## config.mk

```make
export PLATFORM = sky130hd
export DESIGN_NAME = csi_ctrl
export DESIGN_NICKNAME = d
export VERILOG_FILES = /design/src/hw/rtl/csi_pkg.sv /design/src/hw/rtl/csi_ctrl.sv
export VERILOG_INCLUDE_DIRS = /design/src /design/src/hw/rtl
export SDC_FILE = /design/constraint.sdc
export NUM_CORES = 1
export LEC_CHECK = 0
export ABC_AREA = 1
export BUFFER_PORTS_ARGS = -buffer_cell sky130_fd_sc_hd__buf_2
export CORE_UTILIZATION = 51
export CTS_CLUSTER_SIZE = 25
export DETAILED_ROUTE_END_ITERATION = 8
export PLACE_DENSITY = 0.79
export SYNTH_ARGS = -nofsm -noshare
export SYNTH_HDL_FRONTEND = slang
export SYNTH_SLANG_ARGS = --single-unit
export TNS_END_PERCENT = 100
```

## constraint.sdc

```tcl
create_clock -name clk_i -period 2.02 [get_ports clk_i]
set_clock_uncertainty 0.05 [all_clocks]
set_input_delay 0.606 -clock clk_i [delete_from_list [all_inputs] [get_ports clk_i]]
set_output_delay 0.606 -clock clk_i [all_outputs]
set_load 0.01 [all_outputs]
```

## src/hw/rtl/cubic_sample_interpolator_macros.svh

```systemverilog
// ----------------------------------------------------------------------------
// Cubic sample interpolator assertion macros
// Shared concurrent assertion forms, clocked on clk_i, quiet during reset.
// ----------------------------------------------------------------------------
`ifndef CUBIC_SAMPLE_INTERPOLATOR_MACROS_SVH
`define CUBIC_SAMPLE_INTERPOLATOR_MACROS_SVH

// Same-cycle implication.
`define CSI_ASSERT_IMP(label, ante, cons, msg) \
  label: assert property (@(posedge clk_i) disable iff (!rst_ni) (ante) |-> (cons)) \
    else $error(msg);

// Next-cycle implication.
`define CSI_ASSERT_NXT(label, ante, cons, msg) \
  label: assert property (@(posedge clk_i) disable iff (!rst_ni) (ante) |=> (cons)) \
    else $error(msg);

`endif

```

## src/hw/rtl/csi_pkg.sv

```systemverilog
// ----------------------------------------------------------------------------
// Cubic sample interpolator package
// Shared types, constants and the arithmetic step table.
// ----------------------------------------------------------------------------
`default_nettype none

package csi_pkg;

  localparam int unsigned STORE_FRAMES_DEF = 65536;
  localparam int unsigned CNT_W            = 17;
  localparam int unsigned MAC_STEPS        = 14;

  typedef enum logic [1:0] {
    OP_WRITE  = 2'd0,
    OP_RAW    = 2'd1,
    OP_SMOOTH = 2'd2
  } op_e;

  typedef enum logic [2:0] {
    MK_MUL,
    MK_SET,
    MK_ADD,
    MK_LDB,
    MK_LDC
  } mac_kind_e;

  typedef enum logic [2:0] {
    MS_X1,
    MS_BL,
    MS_BH,
    MS_CL,
    MS_CM,
    MS_CH
  } mac_sel_e;

  typedef struct packed {
    mac_kind_e kind;
    mac_sel_e  sel;
  } mac_uop_t;

  typedef struct packed {
    logic       cap_in;
    logic       wr_en;
    logic       mod_init;
    logic       mod_step;
    logic       addr_ld;
    logic       rd_en;
    logic       cap_smp;
    logic [1:0] k;
    logic       mac_en;
    mac_uop_t   uop;
    logic       out_ld;
    logic       raw;
  } cmd_t;

  typedef struct packed {
    logic [1:0] op;
    logic       loop;
    logic       mod_last;
  } status_t;

  // Horner evaluation of the cubic, one micro-op per step.
  function automatic mac_uop_t mac_uop(input logic [3:0] step);
    mac_uop_t u;
    case (step)
      4'd0:    u = '{kind: MK_MUL, sel: MS_X1};
      4'd1:    u = '{kind: MK_SET, sel: MS_X1};
      4'd2:    u = '{kind: MK_LDB, sel: MS_X1};
      4'd3:    u = '{kind: MK_MUL, sel: MS_BL};
      4'd4:    u = '{kind: MK_SET, sel: MS_BL};
      4'd5:    u = '{kind: MK_MUL, sel: MS_BH};
      4'd6:    u = '{kind: MK_ADD, sel: MS_BH};
      4'd7:    u = '{kind: MK_LDC, sel: MS_BH};
      4'd8:    u = '{kind: MK_MUL, sel: MS_CL};
      4'd9:    u = '{kind: MK_SET, sel: MS_CL};
      4'd10:   u = '{kind: MK_MUL, sel: MS_CM};
      4'd11:   u = '{kind: MK_ADD, sel: MS_CM};
      4'd12:   u = '{kind: MK_MUL, sel: MS_CH};
      4'd13:   u = '{kind: MK_ADD, sel: MS_CH};
      default: u = '{kind: MK_MUL, sel: MS_X1};
    endcase
    return u;
  endfunction

endpackage

`default_nettype wire

```

## src/hw/rtl/csi_ctrl.sv

```systemverilog
// ----------------------------------------------------------------------------
// Cubic sample interpolator controller
// Sequences capture, store write, address modulo, tap fetches and the MAC.
// ----------------------------------------------------------------------------
`default_nettype none
`include "cubic_sample_interpolator_macros.svh"

module csi_ctrl (
  input  wire logic         clk_i,
  input  wire logic         rst_ni,
  input  wire logic         in_valid_i,
  output logic              in_ready_o,
  output logic              out_valid_o,
  input  wire logic         out_ready_i,
  input  wire csi_pkg::status_t status_i,
  output csi_pkg::cmd_t     cmd_o
);

  import csi_pkg::*;

  typedef enum logic [2:0] {
    ST_IDLE,
    ST_DECODE,
    ST_MOD,
    ST_ADDR,
    ST_READ,
    ST_CAPT,
    ST_MAC,
    ST_FIN
  } state_e;

  state_e     state_q, state_d;
  logic [1:0] k_q, k_d;
  logic [3:0] step_q, step_d;
  logic       out_valid_q, out_valid_d;

  always_comb begin
    state_d     = state_q;
    k_d         = k_q;
    step_d      = step_q;
    out_valid_d = out_valid_q && !out_ready_i;
    cmd_o       = '0;
    cmd_o.k     = k_q;
    cmd_o.uop   = mac_uop(step_q);
    cmd_o.raw   = (status_i.op == OP_RAW);
    case (state_q)
      ST_IDLE: begin
        cmd_o.cap_in = in_valid_i;
        if (in_valid_i) begin
          state_d = ST_DECODE;
        end
      end
      ST_DECODE: begin
        k_d = 2'd0;
        case (status_i.op)
          OP_WRITE: begin
            cmd_o.wr_en = 1'b1;
            state_d     = ST_IDLE;
          end
          OP_RAW, OP_SMOOTH: begin
            cmd_o.mod_init = status_i.loop;
            state_d        = status_i.loop ? ST_MOD : ST_ADDR;
          end
          default: state_d = ST_IDLE;
        endcase
      end
      ST_MOD: begin
        cmd_o.mod_step = 1'b1;
        if (status_i.mod_last) begin
          state_d = ST_ADDR;
        end
      end
      ST_ADDR: begin
        cmd_o.addr_ld = 1'b1;
        state_d       = ST_READ;
      end
      ST_READ: begin
        cmd_o.rd_en = 1'b1;
        state_d     = ST_CAPT;
      end
      ST_CAPT: begin
        cmd_o.cap_smp = 1'b1;
        if (status_i.op == OP_RAW) begin
          state_d = ST_FIN;
        end else if (k_q == 2'd3) begin
          step_d  = 4'd0;
          state_d = ST_MAC;
        end else begin
          k_d     = k_q + 2'd1;
          state_d = ST_ADDR;
        end
      end
      ST_MAC: begin
        cmd_o.mac_en = 1'b1;
        if (step_q == 4'(MAC_STEPS - 1)) begin
          state_d = ST_FIN;
        end else begin
          step_d = step_q + 4'd1;
        end
      end
      ST_FIN: begin
        // hold until the output register is free
        if (!out_valid_q || out_ready_i) begin
          cmd_o.out_ld = 1'b1;
          out_valid_d  = 1'b1;
          state_d      = ST_IDLE;
        end
      end
      default: state_d = ST_IDLE;
    endcase
  end

  always_ff @(posedge clk_i or negedge rst_ni) begin
    if (!rst_ni) begin
      state_q     <= ST_IDLE;
      k_q         <= 2'd0;
      step_q      <= 4'd0;
      out_valid_q <= 1'b0;
    end else begin
      state_q     <= state_d;
      k_q         <= k_d;
      step_q      <= step_d;
      out_valid_q <= out_valid_d;
    end
  end

  assign in_ready_o  = (state_q == ST_IDLE);
  assign out_valid_o = out_valid_q;

  `CSI_ASSERT_IMP(a_wr_only_on_write, cmd_o.wr_en, status_i.op == OP_WRITE, "store write on read item")
  `CSI_ASSERT_IMP(a_no_overwrite, cmd_o.out_ld, !out_valid_q || out_ready_i, "pending result overwritten")
  `CSI_ASSERT_NXT(a_cap_after_read, cmd_o.rd_en, cmd_o.cap_smp, "tap capture not after read")
  `CSI_ASSERT_NXT(a_mod_then_addr, cmd_o.mod_step && status_i.mod_last, cmd_o.addr_ld, "modulo end lost")

endmodule

`default_nettype wire

```

Word-level counts from Yosys, hierarchy flattened
Memories as Yosys holds them, arrays and structs flattened.
Index checks and enable logic that the tools add are counted.
W data, S select, Z words.
- $add $sub $neg: 2
- equality and inequality tests: 19
- mux-type cells: 29
- reduce and logical (&&, ||, !) cells: 12
- operator list (operator ; number):
    $pmux W3 S8 ; 1
    $mux W3 ; 6
    $ne A2 B2 Y1 const B ; 8
    $mux W1 ; 13
    $eq A3 B3 Y1 const B ; 4
    $mux W4 ; 3
    $mux W2 ; 4
    $pmux W4 S2 ; 1
    $reduce_and A4 Y1 ; 2
    $eq A3 B2 Y1 const B ; 2
    $add A4 B1 Y4 const B ; 1
    $eq A2 B2 Y1 const B ; 2
    $eq A4 B4 Y1 const B ; 1
    $pmux W2 S2 ; 1
    $reduce_bool A2 Y1 ; 2
    $eq A3 B1 Y1 const B ; 1
    $logic_not A3 Y1 ; 1
    $reduce_and A3 Y1 ; 1
    $add A2 B1 Y2 const B ; 1
    $eq A2 B1 Y1 const B ; 1
    $logic_not A1 Y1 ; 2
    $logic_not A2 Y1 ; 1
    $reduce_or A2 Y1 ; 1
    $logic_and A1 B1 Y1 ; 1
    $logic_or A1 B1 Y1 ; 1
- register bits after elaboration: 10
- memory bits (read-only): 96
- logic and storage cells: 67
- memories: 1
- memory list (memory ; depth ; bits a word ; rd ports ; clocked after memory_dff ; wr ports ; RTL line ; RTL):
    (name not given) ; 16 ; 6 ; 1 ; 0 ; 0 ; csi_pkg.sv:65 ; case (step)

Longest topological paths before layout
- depth in word-level cells: 4
- mapped depth: 9
- depth with buffers taken out: 9

Worst setup path before layout
Ideal clock, no wire load.
- path kind: input -> output
- start point: in status_i[3] in the netlist's numbering
- end point: out cmd_o[15] in the netlist's numbering
- arrival: 1.155 ns
- required time: 1.364 ns
- setup slack: 0.209 ns
- cell stages on the path: 4
- path buffers: 0
- cells stage by stage: inv_1 -> ha_1 -> nand2_1 -> nor2_1
- RTL lines (what ; RTL line ; RTL):
    from (decl) ; csi_ctrl.sv:15 ; input wire csi_pkg::status_t status_i,
    to (decl) ; csi_ctrl.sv:16 ; output csi_pkg::cmd_t cmd_o

==> metrics.txt <==
period utilization 1.02; Leakage 0.754 nW; Final Hold Fails 0; Tightest Pin Transition 0.230 ns; post-DR vias/cell approximately 5; status finished, violations left; worst vdd ir 0.000597 V; register area share after synthesis 0.255; CP Capture Type output port; f_max just under 500 MHz; Routed met2 length between 1 and 1.5 mm; die area 2100 um^2; largest net degree at the start of global routing 11; CP Class reg2out; layout cells sized above 1 0.352; cell count after synthesis between 100 and 150; CTS Buffer Depth 2; Vias 980; area grow syn2layout 27.6%; FILL cells roughly 150; clk slew on worst S/H paths about 0.070 ns; post-route antenna net violation count 0; CTS sink count 10; TritonCTS buffer count 3; syn_nets 161; IO buf count 27; Routed WL 2.29 mm; Die Wd ~46 um; Pre-antenna DRT Iters 5; DRC viols 0; fin crit period 2.06 ns; total grt overflow 0; die height 45.8 um; CTS tree built; Pwr per Cell Area 981 nW/um^2; first-pass GRT wire length 3.63 mm; commonest non-fill, non-tap cell in the layout nand2_1; placed cell area 1120 um^2; placer congestion estimate about 0.84; DR top layer met4; dpl hpwl 1.65 mm; mean routed wirelength per cell between 10 and 15 um; worst skew pair latency 0.27 ns; hold buffers post-CTS 0; # setup viols final 1; Max-Cap Viols 0; arrival time at the worst endpoint 1.41 ns; Yosys reg bits 10; DRT iter0 DRCs 31; Total GRT Usage 0.240; max-slew violations 0; H-Tree Depth 1; Max-slew headroom 0.846; fin nets about 200; setup slack after layout -0.0430 ns; Starting Density 0.555; Core Area 1760 um^2; Mapped Area 980 um^2; Mapped Avg Cell Area 6.90 um^2; post-route cell area 1250 um^2; vias in the first global route 839; root buffer cell clkbuf_4; RSZ-0062 raised after global routing true; Total Power ~0.0012 W; HP Class in2async; number of unique standard cell types used by synthesis 18; yosys warns 0; Setup TNS -0.0430 ns; Setup crit start kind flip-flop; initial antenna violation count 0; FP Rows 15; wl on met1 a little over 1 mm; commonest cells after routing, fill and taps aside 39 x nand2_1, 27 x buf_2, 22 x nor2_1, 16 x inv_1, 14 x nand3_1; Worst EP required 1.36 ns; Critical Path Fanout Max 4; hold slack about 0.14 ns; WL met3 120 um; failing checks negative setup slack; # IOs 28; # diodes 0
==> cell usage after synthesis (all sizes together) <==
cell / count / area share
o21ai: 4 / 0.020
a21oi: 2 / 0.010
nand3: 15 / 0.077
nor2: 27 / 0.14
buf: 1 / 0.0077
nand2: 45 / 0.21
nor3: 1 / 0.0051
nand3b: 2 / 0.015
ha: 11 / 0.14
clkbuf: 2 / 0.028
inv: 21 / 0.088
nand4: 1 / 0.0064
dfrtp: 10 / 0.26
==> worst max-delay path, stage by stage, from the launching register on <==
cell and delay, ns:
dfrtp_1 0.41, inv_2 0.12, ha_1 0.22, nand3_2 0.12, nand3_1 0.13, buf_2 0.15
==> flip-flops by register name, summed over array words and instances (netlist names) <==
name and count:
step_q 4, state_q 3, k_q 2, out_valid_o 1
==> layout make-up <==
class                   count  area [um^2]  area share
well taps                  25         31.3      0.0250
repair buffers             33          180       0.144
clock buffers               4         36.3      0.0290
flip-flops and latches     10          256       0.205
inverters                  21         86.3      0.0691
multi-input cells         108          659       0.528
==> routing by layer <==
layer / vias up / track usage
li1: 512 / -
met1: 438 / 0.325
met2: 28 / 0.386
met3: 2 / 0.0595
met4: 0 / 0.0529
met5: - / 0
==> report_power, final <==
group | internal, W | leakage (nW) | switching (W)
clock network | 0.000109 | 0.0210 | 0.0000698
registers | 0.000261 | 0.127 | 0.000109
logic | 0.000258 | 0.606 | 0.000419
total | 0.000629 | 0.754 | 0.000598
==> cells by family after synthesis <==
logic type               count (synthesis)  share of synthesized area
adder cells (fa/ha/maj)                 11                      0.140
buffers and inverters                   24                      0.124
AND/OR/NAND/NOR                         91                      0.450
flip-flops                              10                      0.255
AO/OA/AOI/OAI                            6                     0.0307
==> final timing paths <==
kind | depth (start not counted) | slack (ns) | start | to
setup / recovery | 5 | -0.04 | step_q[1] | cmd_o[6]
hold / removal | 1 | 0.14 | rst_ni | step_q[2]
setup reg to reg | 9 | 0.51 | step_q[1] | state_q[1]
hold reg to reg | 1 | 0.46 | k_q[0] | k_q[0]
max in group asynchronous | 1 | 1.57 | rst_ni | step_q[0]
min in group clk_i | 1 | 0.46 | k_q[0] | k_q[0]
==> stage by stage <==
step / worst slack (ns) / utilization / instances
2_1_floorplan: 0.209 / - / 142
5_1_grt: -0.0905 / 0.709 / 201
3_5_place_dp: 0.0357 / 0.634 / 192
4_1_cts: -0.0303 / 0.676 / 199
3_3_place_gp: 0.0813 / 0.634 / 192
6_report: -0.0430 / 0.709 / 201
==> repair_timing <==
| action | in CTS | in global routing |
|---|---|---|
| pin swaps | 1 | 3 |
| resized for setup | 9 | 12 |
| endpoints found under the setup margin | 6 | 9 |
| buffers inserted | 3 | 2 |
Power figures use the tool's default switching activity.
